==> src/sv/ssr_pkg.sv <==
// ----------------------------------------------------------------------------
// ssr_pkg
// Shared types and constants of the stream substring replacer.
// ----------------------------------------------------------------------------
`default_nettype none

package ssr_pkg;

   localparam int PATTERN_MAX_DEF = 8;
   localparam int REPL_MAX        = 8;
   localparam logic [15:0] COUNT_MAX = 16'hFFFF;

   localparam logic [2:0] CSR_PATTERN_BYTES = 3'd0;
   localparam logic [2:0] CSR_PATTERN_LEN   = 3'd1;
   localparam logic [2:0] CSR_REPL_BYTES    = 3'd2;
   localparam logic [2:0] CSR_REPL_LEN      = 3'd3;
   localparam logic [2:0] CSR_REPLACE_LIMIT = 3'd4;

   typedef enum logic [1:0] {
      ST_IDLE,
      ST_SCAN,
      ST_REPL,
      ST_FLUSH
   } state_type;

   // what one cell sees of its right neighbor
   typedef struct packed {
      logic       valid;
      logic [7:0] data;
   } slot_type;

endpackage

`default_nettype wire

==> src/sv/ssr_cell.sv <==
// ----------------------------------------------------------------------------
// ssr_cell
// One slot of the held-byte row: loads, shifts left, and compares its byte.
// ----------------------------------------------------------------------------
`default_nettype none

module ssr_cell
   import ssr_pkg::*;
(
   input  wire logic       clock,
   input  wire logic       reset,
   input  wire logic       load,
   input  wire logic       shift,
   input  wire logic       clear,
   input  wire slot_type   load_slot,
   input  wire slot_type   right_slot,
   input  wire logic [7:0] pat_byte,
   output slot_type        slot,
   output logic            hit
);

   slot_type slot_ff, slot_in;

   always_comb begin
      slot_in = slot_ff;
      if (clear) begin
         slot_in.valid = 1'b0;
      end else if (load) begin
         slot_in = load_slot;
      end else if (shift) begin
         slot_in = right_slot;
      end
   end

   always_ff @(posedge clock) begin
      if (reset) begin
         slot_ff.valid <= 1'b0;
      end else begin
         slot_ff.valid <= slot_in.valid;
      end
      slot_ff.data <= slot_in.data;
   end

   assign slot = slot_ff;
   assign hit  = !slot_ff.valid || (slot_ff.data == pat_byte);

endmodule

`default_nettype wire

==> src/sv/stream_substring_replacer_unit.sv <==
// ----------------------------------------------------------------------------
// stream_substring_replacer_unit
// Streaming find-and-replace over a byte stream with a row of compare cells.
// ----------------------------------------------------------------------------
// Usage: source bytes enter on req_ (req_in_byte, req_in_last) with a
// valid/stall handshake; rewritten bytes leave on rsp_ (rsp_out_byte,
// rsp_byte_valid, rsp_out_last). csr_ writes set pattern, replacement and
// limit; the user must make them only while the block is idle, since the
// block itself does not enforce this. One source beat is accepted when the
// block is idle. The work list (held bytes plus the new byte) sits in a row
// of PATTERN_MAX cells that shift left one cell per cycle while the output
// is not stalled; every cycle at most one result beat is produced (a
// released byte, a replacement byte or a flushed byte). An item is loaded,
// then each result beat is sent, then the match or that nothing is left to
// release is seen; a string end adds the final beat.
// At a string end the newest beat is kept back in a tail register so it
// can carry the last flag; with no beat at all a marker-only beat is sent.
// The result register is a single stage: when the receiver stalls, the row
// stops shifting and no new beat is produced until the waiting one is taken.
// Reset clears cells, counters and configuration (pattern length becomes 1).
// ----------------------------------------------------------------------------
`default_nettype none

module stream_substring_replacer_unit
   import ssr_pkg::*;
#(
   parameter int PATTERN_MAX = PATTERN_MAX_DEF
)
(
   input  wire logic        clock,
   input  wire logic        reset,
   input  wire logic        req_valid,
   output logic             req_stall,
   input  wire logic [7:0]  req_in_byte,
   input  wire logic        req_in_last,
   output logic             rsp_valid,
   input  wire logic        rsp_stall,
   output logic [7:0]       rsp_out_byte,
   output logic             rsp_byte_valid,
   output logic             rsp_out_last,
   input  wire logic        csr_write,
   input  wire logic [2:0]  csr_index,
   input  wire logic [63:0] csr_data
);

   localparam int CW = $clog2(PATTERN_MAX + 1);

   // configuration
   logic [63:0] pat_ff, repl_ff;
   logic [3:0]  plen_raw_ff, rlen_raw_ff;
   logic [15:0] limit_ff;

   always_ff @(posedge clock) begin
      if (reset) begin
         pat_ff      <= '0;
         plen_raw_ff <= 4'd1;
         repl_ff     <= '0;
         rlen_raw_ff <= '0;
         limit_ff    <= '0;
      end else if (csr_write) begin
         case (csr_index)
            CSR_PATTERN_BYTES: pat_ff      <= csr_data;
            CSR_PATTERN_LEN:   plen_raw_ff <= csr_data[3:0];
            CSR_REPL_BYTES:    repl_ff     <= csr_data;
            CSR_REPL_LEN:      rlen_raw_ff <= csr_data[3:0];
            CSR_REPLACE_LIMIT: limit_ff    <= csr_data[15:0];
            default: ;
         endcase
      end
   end

   logic [CW-1:0] plen;
   logic [3:0]    rlen;
   always_comb begin
      if (plen_raw_ff == 4'd0) begin
         plen = CW'(1);
      end else if (32'(plen_raw_ff) > PATTERN_MAX) begin
         plen = CW'(PATTERN_MAX);
      end else begin
         plen = CW'(plen_raw_ff);
      end
      rlen = (rlen_raw_ff > 4'(REPL_MAX)) ? 4'(REPL_MAX) : rlen_raw_ff;
   end

   // control state
   state_type     state_ff, state_in;
   logic [CW-1:0] len_ff, len_in;       // valid cells, packed from cell 0
   logic [3:0]    ridx_ff, ridx_in;
   logic [15:0]   cnt_ff, cnt_in;
   logic          last_ff, last_in;
   logic          pass_ff, pass_in;     // limit reached at load time

   logic          o_valid_ff, o_valid_in;
   logic [7:0]    o_byte_ff, o_byte_in;
   logic          o_bv_ff, o_bv_in;
   logic          o_last_ff, o_last_in;

   // newest beat of a string end, kept back so it can carry last
   logic          tail_valid_ff, tail_valid_in;
   logic [7:0]    tail_byte_ff, tail_byte_in;

   logic          emit_beat;
   logic [7:0]    emit_byte;

   // cell row
   slot_type             slots [PATTERN_MAX];
   slot_type             loads [PATTERN_MAX];
   logic [PATTERN_MAX-1:0] hits;
   logic                 do_load, do_shift, do_clear;

   for (genvar g = 0; g < PATTERN_MAX; g++) begin : g_row
      slot_type right;
      if (g == PATTERN_MAX - 1) begin : g_end
         assign right = '0;
      end else begin : g_mid
         assign right = slots[g+1];
      end
      ssr_cell u_cell (
         .clock      (clock),
         .reset      (reset),
         .load       (do_load),
         .shift      (do_shift),
         .clear      (do_clear),
         .load_slot  (loads[g]),
         .right_slot (right),
         .pat_byte   (pat_ff[8*g +: 8]),
         .slot       (slots[g]),
         .hit        (hits[g])
      );
   end

   // new byte goes into the first free cell
   always_comb begin
      for (int k = 0; k < PATTERN_MAX; k++) begin
         loads[k] = slots[k];
         if (CW'(k) == len_ff) begin
            loads[k].valid = 1'b1;
            loads[k].data  = req_in_byte;
         end
      end
   end

   logic is_prefix, full_match, limit_hit, out_free;
   assign is_prefix  = &hits && (len_ff <= plen);
   assign full_match = is_prefix && (len_ff == plen);
   assign limit_hit  = (limit_ff != 16'd0) && (cnt_ff >= limit_ff);
   assign out_free   = !o_valid_ff || !rsp_stall;

   always_comb begin
      state_in = state_ff;
      case (state_ff)
         ST_IDLE: begin
            if (req_valid) state_in = ST_SCAN;
         end
         ST_SCAN: begin
            if (out_free) begin
               if (len_ff == '0) begin
                  state_in = last_ff ? ST_FLUSH : ST_IDLE;
               end else if (!pass_ff && full_match) begin
                  state_in = (rlen != 4'd0) ? ST_REPL : (last_ff ? ST_FLUSH : ST_IDLE);
               end else if (!pass_ff && is_prefix) begin
                  state_in = last_ff ? ST_FLUSH : ST_IDLE;
               end
            end
         end
         ST_REPL: begin
            if (out_free && ridx_ff == rlen - 4'd1) begin
               state_in = last_ff ? ST_FLUSH : ST_IDLE;
            end
         end
         ST_FLUSH: begin
            if (out_free && len_ff == '0) begin
               state_in = ST_IDLE;
            end
         end
         default: state_in = ST_IDLE;
      endcase
   end

   always_comb begin
      do_load       = 1'b0;
      do_shift      = 1'b0;
      do_clear      = 1'b0;
      emit_beat     = 1'b0;
      emit_byte     = slots[0].data;
      len_in        = len_ff;
      ridx_in       = ridx_ff;
      cnt_in        = cnt_ff;
      last_in       = last_ff;
      pass_in       = pass_ff;
      tail_valid_in = tail_valid_ff;
      tail_byte_in  = tail_byte_ff;
      o_valid_in    = o_valid_ff && rsp_stall;
      o_byte_in     = o_byte_ff;
      o_bv_in       = o_bv_ff;
      o_last_in     = o_last_ff;
      case (state_ff)
         ST_IDLE: begin
            if (req_valid) begin
               do_load = 1'b1;
               len_in  = len_ff + CW'(1);
               last_in = req_in_last;
               pass_in = limit_hit;
            end
         end
         ST_SCAN: begin
            if (out_free) begin
               if (len_ff == '0) begin
                  // nothing left
               end else if (!pass_ff && full_match) begin
                  do_clear = 1'b1;
                  len_in   = '0;
                  ridx_in  = '0;
                  if (cnt_ff != COUNT_MAX) cnt_in = cnt_ff + 16'd1;
               end else if (!pass_ff && is_prefix) begin
                  // keep held bytes
               end else begin
                  // release oldest byte
                  do_shift  = 1'b1;
                  len_in    = len_ff - CW'(1);
                  emit_beat = 1'b1;
                  emit_byte = slots[0].data;
               end
            end
         end
         ST_REPL: begin
            if (out_free) begin
               emit_beat = 1'b1;
               emit_byte = repl_ff[8*ridx_ff[2:0] +: 8];
               ridx_in   = ridx_ff + 4'd1;
            end
         end
         ST_FLUSH: begin
            if (out_free) begin
               if (len_ff == '0) begin
                  // final beat of the string, marker only if nothing is kept
                  o_valid_in    = 1'b1;
                  o_byte_in     = tail_valid_ff ? tail_byte_ff : '0;
                  o_bv_in       = tail_valid_ff;
                  o_last_in     = 1'b1;
                  tail_valid_in = 1'b0;
                  cnt_in        = '0;
               end else begin
                  do_shift  = 1'b1;
                  len_in    = len_ff - CW'(1);
                  emit_beat = 1'b1;
                  emit_byte = slots[0].data;
               end
            end
         end
         default: ;
      endcase

      if (emit_beat) begin
         if (last_ff) begin
            tail_valid_in = 1'b1;
            tail_byte_in  = emit_byte;
            if (tail_valid_ff) begin
               o_valid_in = 1'b1;
               o_byte_in  = tail_byte_ff;
               o_bv_in    = 1'b1;
               o_last_in  = 1'b0;
            end
         end else begin
            o_valid_in = 1'b1;
            o_byte_in  = emit_byte;
            o_bv_in    = 1'b1;
            o_last_in  = 1'b0;
         end
      end
   end

   always_ff @(posedge clock) begin
      if (reset) begin
         state_ff      <= ST_IDLE;
         len_ff        <= '0;
         cnt_ff        <= '0;
         o_valid_ff    <= 1'b0;
         tail_valid_ff <= 1'b0;
      end else begin
         state_ff      <= state_in;
         len_ff        <= len_in;
         cnt_ff        <= cnt_in;
         o_valid_ff    <= o_valid_in;
         tail_valid_ff <= tail_valid_in;
      end
      ridx_ff      <= ridx_in;
      last_ff      <= last_in;
      pass_ff      <= pass_in;
      tail_byte_ff <= tail_byte_in;
      o_byte_ff    <= o_byte_in;
      o_bv_ff      <= o_bv_in;
      o_last_ff    <= o_last_in;
   end

   assign req_stall      = (state_ff != ST_IDLE);
   assign rsp_valid      = o_valid_ff;
   assign rsp_out_byte   = o_byte_ff;
   assign rsp_byte_valid = o_bv_ff;
   assign rsp_out_last   = o_last_ff;

endmodule

`default_nettype wire
==> config.mk <==
export PLATFORM = sky130hd
export DESIGN_NAME = stream_substring_replacer_unit
export DESIGN_NICKNAME = d
export VERILOG_FILES = /design/src/sv/ssr_pkg.sv /design/src/sv/ssr_cell.sv /design/src/sv/stream_substring_replacer_unit.sv
export SDC_FILE = /design/constraint.sdc
export NUM_CORES = 1
export LEC_CHECK = 0
export ABC_AREA = 0
export BUFFER_PORTS_ARGS = -buffer_cell sky130_fd_sc_hd__buf_4
export CAP_MARGIN = 20
export CORE_MARGIN = 10
export CORE_UTILIZATION = 60
export DETAILED_ROUTE_END_ITERATION = 10
export PLACE_DENSITY_LB_ADDON = 0.08
export SYNTH_ARGS = -nofsm -noshare
export SYNTH_HDL_FRONTEND = slang
export SYNTH_SLANG_ARGS = --single-unit
export TNS_END_PERCENT = 50
==> constraint.sdc <==
create_clock -name clock -period 3.6 [get_ports clock]
set_input_delay 1.08 -clock clock [delete_from_list [all_inputs] [get_ports clock]]
set_output_delay 1.08 -clock clock [all_outputs]
set_load 0.1 [all_outputs]
==> results list, run 1 <==
- The run finished with clean final reports.
- The cell family contributing the most delay on the critical path is compound AO/OA/AOI/OAI gates.
- Nature of the critical path startpoint: flip-flop
* Via count normalized by instance count: 5.913
- Max Freq: 0.3296 GHz
- Pre-CTS worst setup slack: 528.6 ps
- Relative contribution of the clock network to total power: around 29%
* CP endpoint kind: flip-flop
- DRC: 0
* Final weighted congestion of routability-driven global placement: 0.9330
* Max-slew violation total from the final report: 0
- The count of nets left with antenna violations once routing finished came out at 0.
- The most used flip-flop cell after synthesis is sky130_fd_sc_hd__dfxtp_1.
* Number of cells on the worst hold path: 2
- The routed design could run at a clock period as short as 3034 ps.
* Maximum fanout count along the critical path: 15
- Required time of the critical path: 3780 ps
- Row generation in the floorplan step produced 53 rows.
- Cell type contributing the most total cell area after synthesis: sky130_fd_sc_hd__dfxtp_1
- Global-route wire length before repair: roughly 54000 um
- Overall power consumption after layout is estimated at around 9.9 mW.
- For this run, the number of standard cells in the final layout without fillers is around 1.7k.
- Main area contributors after synthesis: sky130_fd_sc_hd__dfxtp_1 (31%), sky130_fd_sc_hd__edfxtp_1 (18%), sky130_fd_sc_hd__nand2_1 (10%)
- Post-route fraction of the period consumed by the critical path: roughly 84%
- Maximum number of pins on one net before global-route repair: roughly 160
- Crit path capture: g_row[6].u_cell.slot[1]$_DFFE_PP_
* Worst path bufs/invs: 1
* Final hold viol count: 0
- For this run, the detailed router's first-pass iteration total came to 5.
* Crit Reg-Reg Startpoint: len_ff[3]$_SDFFE_PP0P_
* Post-layout utilization of the core: 69.11%
- Counting buffers and inverters, the worst setup path is 9 cells deep.
- The synthesized netlist occupies a cell area of 0.01270 mm2.
* Average wire per standard cell: 19.95 um
- Sequence of cells on the critical path: ha_1 -> nand3_1 -> nor3b_1 -> nor2_1 -> nor2_1 -> a31oi_1 -> nand3_1 -> buf_4 -> a21oi_1
* Initial core utilization: 60.62%
- PwrDens: 684.1 mW/mm2
* Iteration-0 DRC count of the detailed router: 870
* Number of register bits inferred by synthesis: 272
* Post-Synthesis Cells: roughly 1.4k
* Die W: 165.5 um
* Area share of the largest cell type after synthesis: between 30% and 40%
- Tracing the worst setup path back leads to its startpoint at len_ff[3]$_SDFFE_PP0P_.
* Switching pwr: 3.509 mW
- Yosys printed 0 warnings.
- The routed layout has 10.32k vias.
* Clock-pin slew on the worst setup and hold paths: ~60 ps
- The synthesized design contains 78 enable-type register cells.
* Placed wire-length estimate after detailed placement: 25210 um
- Relative to the synthesized area, the layout overhead comes to 14.02%.
- Maximum ir drop on the vdd rail: approximately 0.00043 V
* Clock tree from TritonCTS: yes
- In this run the critical register-to-register path is captured at g_row[6].u_cell.slot[1]$_DFFE_PP_.
* Number of fill cells in the layout: ~1.7k
- The routed design has 34820 um of wire.
- In the post-route analysis, the smallest setup slack over all paths is 565.6 ps.
- Flop2flop setup slack: 570 ps
- Setup repair after global routing left no endpoint under its margin.
- During I/O placement, the number of pins put on the boundary was 93.
- The floorplan step defined a die boundary enclosing 0.02739 mm2.
- Vias in the first global route: 9882
* Mapped Nets: 1511
* Class of the tightest hold or removal check: reg -> reg
- Accumulated negative setup slack: 0 ps
* Std-Cell Core Area: 0.02096 mm2
- Number of CTS-inserted buffers: 28
* Bufs on Longest Clock Path: 3
- Clk root buf: sky130_fd_sc_hd__clkbuf_16
- The most common cell in the synthesized netlist is sky130_fd_sc_hd__nand2_1.
- Sequential cells were found to cover 49.01% of the synthesized design area.
* Switching fraction of total power: about 35%
* Multi-input combinational cell area: 0.006003 mm2
- Register Area: 0.006226 mm2
- Leakage: 5.338 nW
- The largest single stage delay on the critical path is ~640 ps.
- Number of maximum-capacitance violations: 0
- Measured slew at the worst slew-check pin: 860.2 ps
* Length in cells of the worst reg-to-reg path: 9
- Die Y-Extent: around 170 um
* # nets final: around 1.6k
- Cell internal power was estimated by the tool at between 6 and 7 mW.
- Total setup violations reported at the end of the flow: 0
- Proportion of layout cells with a drive suffix above 1: 12.65%
- Of all flip-flops after synthesis, the portion carrying an async set or reset was 0%.
- PostCTS Resize Cnt: 0
- Distinct cell type count of the synthesized netlist: a little over 60
- Leading cell types by count after synthesis: sky130_fd_sc_hd__nand2_1 (341), sky130_fd_sc_hd__dfxtp_1 (194), sky130_fd_sc_hd__a21oi_1 (188), sky130_fd_sc_hd__edfxtp_1 (78), sky130_fd_sc_hd__xnor2_1 (68)
* Total inserted antenna cells: 0
- Part of the power in combinational logic: about 30%
* Master of the slowest instance on the critical path: sky130_fd_sc_hd__a21oi_1
* Latest clock arrival within the worst-skew pair: about 550 ps
* Worst clock skew: between 15 and 20 ps
- CTS built an H-tree with a depth of 1.
- The worst setup path is of the reg -> reg kind.
- The count of buffers added on input and output ports is 92.
- Global routing used between 20 and 30% of the available tracks.
- After detailed placement, the design holds a cell count of roughly 1.7k.
- Counting every sink on the clock net gives 272.
- In this run, post-CTS hold repair placed 0 buffers.
- Relative slew margins: between 40% and 50%
* Average cell area after synthesis: 9.086 um2
* Portion of total power attributed to sequential cells: roughly 41%
* # Post-CTS Setup Buffers: 0
- Data arrival time of the worst path: 3210 ps
- Overall overflow remaining after global route: 0
- Number of antenna violations at the first check in global routing: 0
==> layout by cell type, fill, tap and decap left out, types with 10 or more instances in the layout <==
cell type and count:
sky130_fd_sc_hd__edfxtp_1 78, sky130_fd_sc_hd__xnor2_1 68, sky130_fd_sc_hd__o21ai_0 27, sky130_fd_sc_hd__nor4_1 17
sky130_fd_sc_hd__and3_1 12, sky130_fd_sc_hd__mux4_2 16, sky130_fd_sc_hd__ha_1 32, sky130_fd_sc_hd__or3_1 10
sky130_fd_sc_hd__nand3_1 24, sky130_fd_sc_hd__nand4_1 22, sky130_fd_sc_hd__o211ai_1 12, sky130_fd_sc_hd__clkbuf_16 31
sky130_fd_sc_hd__a21o_1 64, sky130_fd_sc_hd__inv_1 36, sky130_fd_sc_hd__buf_4 111, sky130_fd_sc_hd__mux2i_1 28
sky130_fd_sc_hd__a21oi_1 188, sky130_fd_sc_hd__nand2_1 339, sky130_fd_sc_hd__o21ai_1 10, sky130_fd_sc_hd__dfxtp_1 194
sky130_fd_sc_hd__nor2_1 40, sky130_fd_sc_hd__o21a_1 10
==> cell families after synthesis <==
family                     share of synthesized area [%]
DFF                                                49.01
adders and majority gates                          3.152
muxes                                              5.043
AOI/OAI and AO/OA                                  16.87
buffers and inverters                              3.881
xor gates and xnor gates                           4.827
and+or+nand+nor                                    17.21
==> registers in the layout (all words and copies together) (netlist names), 2 cells and up <==
register	count
plen_raw_ff	4
g_row.u_cell.slot	72
pat_ff	64
rlen_raw_ff	4
tail_byte_ff	8
cnt_ff	16
len_ff	4
state_ff	2
rsp_out_byte	8
limit_ff	16
ridx_ff	4
repl_ff	64
==> routing by layer <==
metal | track usage [%] | vias up | routed length, um
li1 | - | 5001 | -
met1 | 32.40 | 4891 | 14530
met3 | 4.536 | 76 | 2237
met2 | 40.78 | 350 | 16450
met4 | 10.93 | 0 | 1605
met5 | 0 | - | 0
==> power groups by stage <==
| stage | registers, mW | clock network (mW) | logic, mW |
|---|---|---|---|
| 2_1_floorplan | 4.39 | 0 | 1.87 |
| 3_3_place_gp | 4.13 | 0 | 2.88 |
| 3_5_place_dp | 4.13 | 0 | 2.92 |
| 4_1_cts | 4.07 | 2.89 | 2.93 |
| 5_1_grt | 4.12 | 3.02 | 3.21 |
| 6_report | 4.08 | 2.86 | 2.96 |
==> worst register-to-register path: stages, from the launching register on <==
cell                      delay [ps]
sky130_fd_sc_hd__dfxtp_1         610
sky130_fd_sc_hd__ha_1            350
sky130_fd_sc_hd__nand3_1         110
sky130_fd_sc_hd__nor3b_1          80
sky130_fd_sc_hd__nor2_1          120
sky130_fd_sc_hd__nor2_1           80
sky130_fd_sc_hd__a31oi_1         340
sky130_fd_sc_hd__nand3_1         140
sky130_fd_sc_hd__buf_4           210
sky130_fd_sc_hd__a21oi_1         650
==> how the worst min path moves through the flow <==
stage,startpoint,to,slack [ps]
finish,repl_ff[49]$_SDFFE_PP0P_,repl_ff[49]$_SDFFE_PP0P_,450
global route,repl_ff[36]$_SDFFE_PP0P_,repl_ff[36]$_SDFFE_PP0P_,470
CTS,repl_ff[23]$_SDFFE_PP0P_,repl_ff[23]$_SDFFE_PP0P_,450
detailed placement,repl_ff[14]$_SDFFE_PP0P_,repl_ff[14]$_SDFFE_PP0P_,450
global placement,repl_ff[21]$_SDFFE_PP0P_,repl_ff[21]$_SDFFE_PP0P_,440
floorplan,repl_ff[10]$_SDFFE_PP0P_,repl_ff[10]$_SDFFE_PP0P_,430
==> metrics by stage <==
stage                     area, um2  hold slack [ps]
after detailed placement      13560            445.0
final                         14480            451.9
after floorplan               12700            433.1
after CTS                     14480            452.8
after global routing          14480            465.1
after global placement        13560            440.3
==> final cells by class <==
cell class,instances,area share [%]
clock buffer,43,6.108
clock inverter,5,0.2505
inverter,36,0.9331
multi-input combinational,1002,41.45
sequential,272,42.99
tap,275,2.376
timing repair buffer,112,5.892
No activity file was read; power rests on OpenSTA's default activity.
==> run 2, diff against run 1 <==
--- a/config.mk
+++ b/config.mk
@@ -9,7 +9,7 @@
 export BUFFER_PORTS_ARGS = -buffer_cell sky130_fd_sc_hd__buf_4
 export CAP_MARGIN = 20
 export CORE_MARGIN = 10
-export CORE_UTILIZATION = 60
+export CORE_UTILIZATION = 55
 export DETAILED_ROUTE_END_ITERATION = 10
 export PLACE_DENSITY_LB_ADDON = 0.08
 export SYNTH_ARGS = -nofsm -noshare
==> constraint.sdc (replaced) <==
create_clock -name clock -period 2.55 [get_ports clock]
set_input_delay 0.765 -clock clock [delete_from_list [all_inputs] [get_ports clock]]
set_output_delay 0.765 -clock clock [all_outputs]
set_load 0.1 [all_outputs]
==> results list, run 2 (synthesized netlist as in run 1, its figures left out) <==
- The startpoint identified for the worst register-to-register timing path is plen_raw_ff[3]$_SDFFE_PP0P_.
- TritonCTS Sinks: 272 (unchanged)
- The number of H-tree levels came to 1 (unchanged).
* DR vias: 10.67k (+3.4%)
- Final weighted congestion of routability-driven global placement: 0.9260 (-0.75%)
* Final hold viol count: 0 (unchanged)
- The power per cell area is 1007 mW/mm2 (+47%).
- Number of optimization iterations in the first detailed-route pass: 7 (+2)
- Leaving out fill and tap cells, the most frequent cells in the layout are sky130_fd_sc_hd__nand2_1 (339), sky130_fd_sc_hd__dfxtp_1 (192), sky130_fd_sc_hd__a21oi_1 (178).
* Number of antenna violations at the first check in global routing: 0 (unchanged)
- Number of cells on the worst hold path: 1 (-1)
* Accumulated negative setup slack: 0 ps (unchanged)
- DRC: 0 (unchanged)
- The pin slew with the least headroom to its limit was 679.7 ps (-180.5 ps).
- Number of maximum-capacitance violations: 0 (unchanged)
- Post-route standard cell area excluding fillers: 0.01534 mm2 (+5.9%)
- End of the worst hold path: last_ff$_DFFE_PP_
* Run status: finished, final reports clean
- Num rows: 55 (+3.8%)
- Die outline area: 0.02957 mm2 (+8.0%)
- Count of pins on the block boundary: 93 (unchanged)
- The final-layout fill cell count came to 1860 (+8.9%).
* Post-route fraction of the period consumed by the critical path: 96.03% (+12 points)
* Antenna Violating Nets Remaining: 0 (unchanged)
* Global-route wire length before repair: 56700 um (+4.2%)
* Total setup violations reported at the end of the flow: 0 (unchanged)
- Setup repair after global routing could not meet its margin everywhere.
* Average wire per standard cell: 20.28 um (+1.6%)
- Max-slew violation total from the final report: 0 (unchanged)
- Number of buffers inserted by port buffering: 92 (unchanged)
- Compared with the post-synthesis result, the final layout area differs by 20.79%.
- Placed standard-cell area: 0.01408 mm2 (+3.8%)
* Initial core utilization: 55.93% (-4.7 points)
* Overall global routing resource usage: 24.52% (-0.65 points)
- The depth of the worst register-to-register path is 12 (+3).
- Clock tree synthesis selected as its root buffer the cell sky130_fd_sc_hd__clkbuf_16.
- The highest clock frequency the design can meet is 0.4084 GHz (+24%).
* Reg2reg end: rsp_out_byte[3]$_DFF_P_
* # nets final: 1623 (+3.7%)
- Placed wire-length estimate after detailed placement: 27000 um (+7.1%)
- Maximum ir drop on the vdd rail: 0.0006452 V (+49%)
- The total power consumption of the routed design came to 15.45 mW (+56%).
- The final hold slack is 381.9 ps (-69.93 ps).
* Proportion of layout cells with a drive suffix above 1: 18.21% (+5.6 points)
* Die W: 172.0 um (+3.9%)
* Data arrival time of the worst path: 2910 ps (-300 ps)
- The number of CTS-inserted buffers is 29 (+3.6%).
* Maximum number of pins on one net before global-route repair: 94 (-42%)
- The number of global-route vias before repair came to 10.26k (+3.9%).
- Leakage: 5.735 nW (+7.4%)
- The reg2reg setup slack came to 100 ps (-460 ps).
- The detail-routed via count per cell is 5.873 (-0.67%).
- Std-Cell Core Area: 0.02271 mm2 (+8.4%)
* Worst clock skew: 33.30 ps (+14.85 ps)
* Iteration-0 DRC count of the detailed router: 863 (-0.80%)
- The worst max-slew margin expressed relative to the limit is 54.69% (+12 points).
- Number of flip-flops in the largest register: 72 (unchanged)
- The maximum fanout along the worst path is 8 (-7).
- Nature of the critical path startpoint: flip-flop
* Aggregate routed wire length: 36850 um (+5.8%)
- The maximum count of clock buffers along a single path is 3 (unchanged).
- Latest clock arrival within the worst-skew pair: 570 ps (+20 ps)
* Worst min-delay path startpoint: req_in_last
- The diode insertion count for antenna repair is 0 (unchanged).
* Clock tree from TritonCTS: yes
- Class of the tightest hold or removal check: in -> reg
- The area of the multi-input gates was 0.006206 mm2 (+3.4%).
* CP endpoint kind: flip-flop
- The total grt overflow came to 0 (unchanged).
* Required time of the critical path: 3010 ps (-770 ps)
- Leaving out fill and tap cells, the most frequent cell in the layout is sky130_fd_sc_hd__nand2_1.
* Critical Setup Path Class: reg -> reg
- Tmin final: 2449 ps (-585.6 ps)
- The number of standard cells in the layout, taps in and fillers out was 1817 (+4.1%).
* Die Y-Extent: 172.0 um (+3.9%)
- Clock-pin slew on the worst setup and hold paths: 60 ps (about the same)
* Number of placed instances, taps included: 1764 (+3.9%)
- Register Area: 0.006228 mm2 (about the same)
## run 2: worst max-delay path by stage
stage                                     start                               endpoint  depth (start not counted)
global placement    plen_raw_ff[2]$_SDFFE_PP0P_  g_row[7].u_cell.slot[7]$_SDFFCE_PN0P_                         12
finish              plen_raw_ff[3]$_SDFFE_PP0P_                rsp_out_byte[3]$_DFF_P_                         12
floorplan              state_ff[0]$_SDFFE_PP0P_                 len_ff[2]$_SDFFE_PP0P_                          8
detailed placement  plen_raw_ff[1]$_SDFFE_PP0P_      g_row[6].u_cell.slot[6]$_DFFE_PP_                         12
global route        plen_raw_ff[3]$_SDFFE_PP0P_      g_row[6].u_cell.slot[5]$_DFFE_PP_                         11
CTS                 plen_raw_ff[3]$_SDFFE_PP0P_                rsp_out_byte[3]$_DFF_P_                         12
## run 2: final cells by class
class / instances / area share [%]
Sequential cell: 272 / 40.59
Multi-Input combinational cell: 1002 / 40.45
Timing Repair Buffer: 169 / 8.970
Clock buffer: 45 / 5.937
Tap cell: 285 / 2.324
Inverter: 36 / 0.8807
Clock inverter: 8 / 0.8481
## run 2: layer usage
metal / vias to the layer above / wire [um] / track usage [%]
li1: 5109 / - / -
met1: 5091 / 15360 / 31.18
met2: 406 / 17680 / 41.36
met3: 66 / 2669 / 4.742
met4: 0 / 1136 / 7.346
met5: - / 0 / 0
## run 2: per-stage QoR
stage / utilization (%) / setup WS [ps]
floorplan: - / -7.365
global placement: 61.99 / -160.8
detailed placement: 61.99 / -219.7
CTS: 66.80 / -93.32
global route: 67.56 / -4.762
finish: 67.56 / 101.1
## run 2: report_power, final
group	switching (mW)	internal [mW]	leakage (nW)
clock network	1.73	2.76	0.517
registers	0.431	5.26	2.29
logic	3.21	2.06	2.93
## run 2: critical path, cell delays in order, from the launching register on
cell	delay (ps)
sky130_fd_sc_hd__dfxtp_1	310
sky130_fd_sc_hd__inv_1	90
sky130_fd_sc_hd__nand2_1	60
sky130_fd_sc_hd__ha_1	310
sky130_fd_sc_hd__a21o_1	220
sky130_fd_sc_hd__a2111oi_4	330
sky130_fd_sc_hd__nor2_2	80
sky130_fd_sc_hd__nor2_2	150
sky130_fd_sc_hd__buf_4	140
sky130_fd_sc_hd__o2bb2ai_2	90
sky130_fd_sc_hd__or2_1	250
sky130_fd_sc_hd__buf_6	160
sky130_fd_sc_hd__mux2i_1	180
## run 2: timing repair
| action | in CTS | in global routing |
|---|---|---|
| hold buffers | 0 | 0 |
| gates resized for setup | 14 | 36 |
| pin swaps | 0 | 6 |
| endpoints found under the setup margin | 82 | 108 |
| buffers inserted | 0 | 0 |
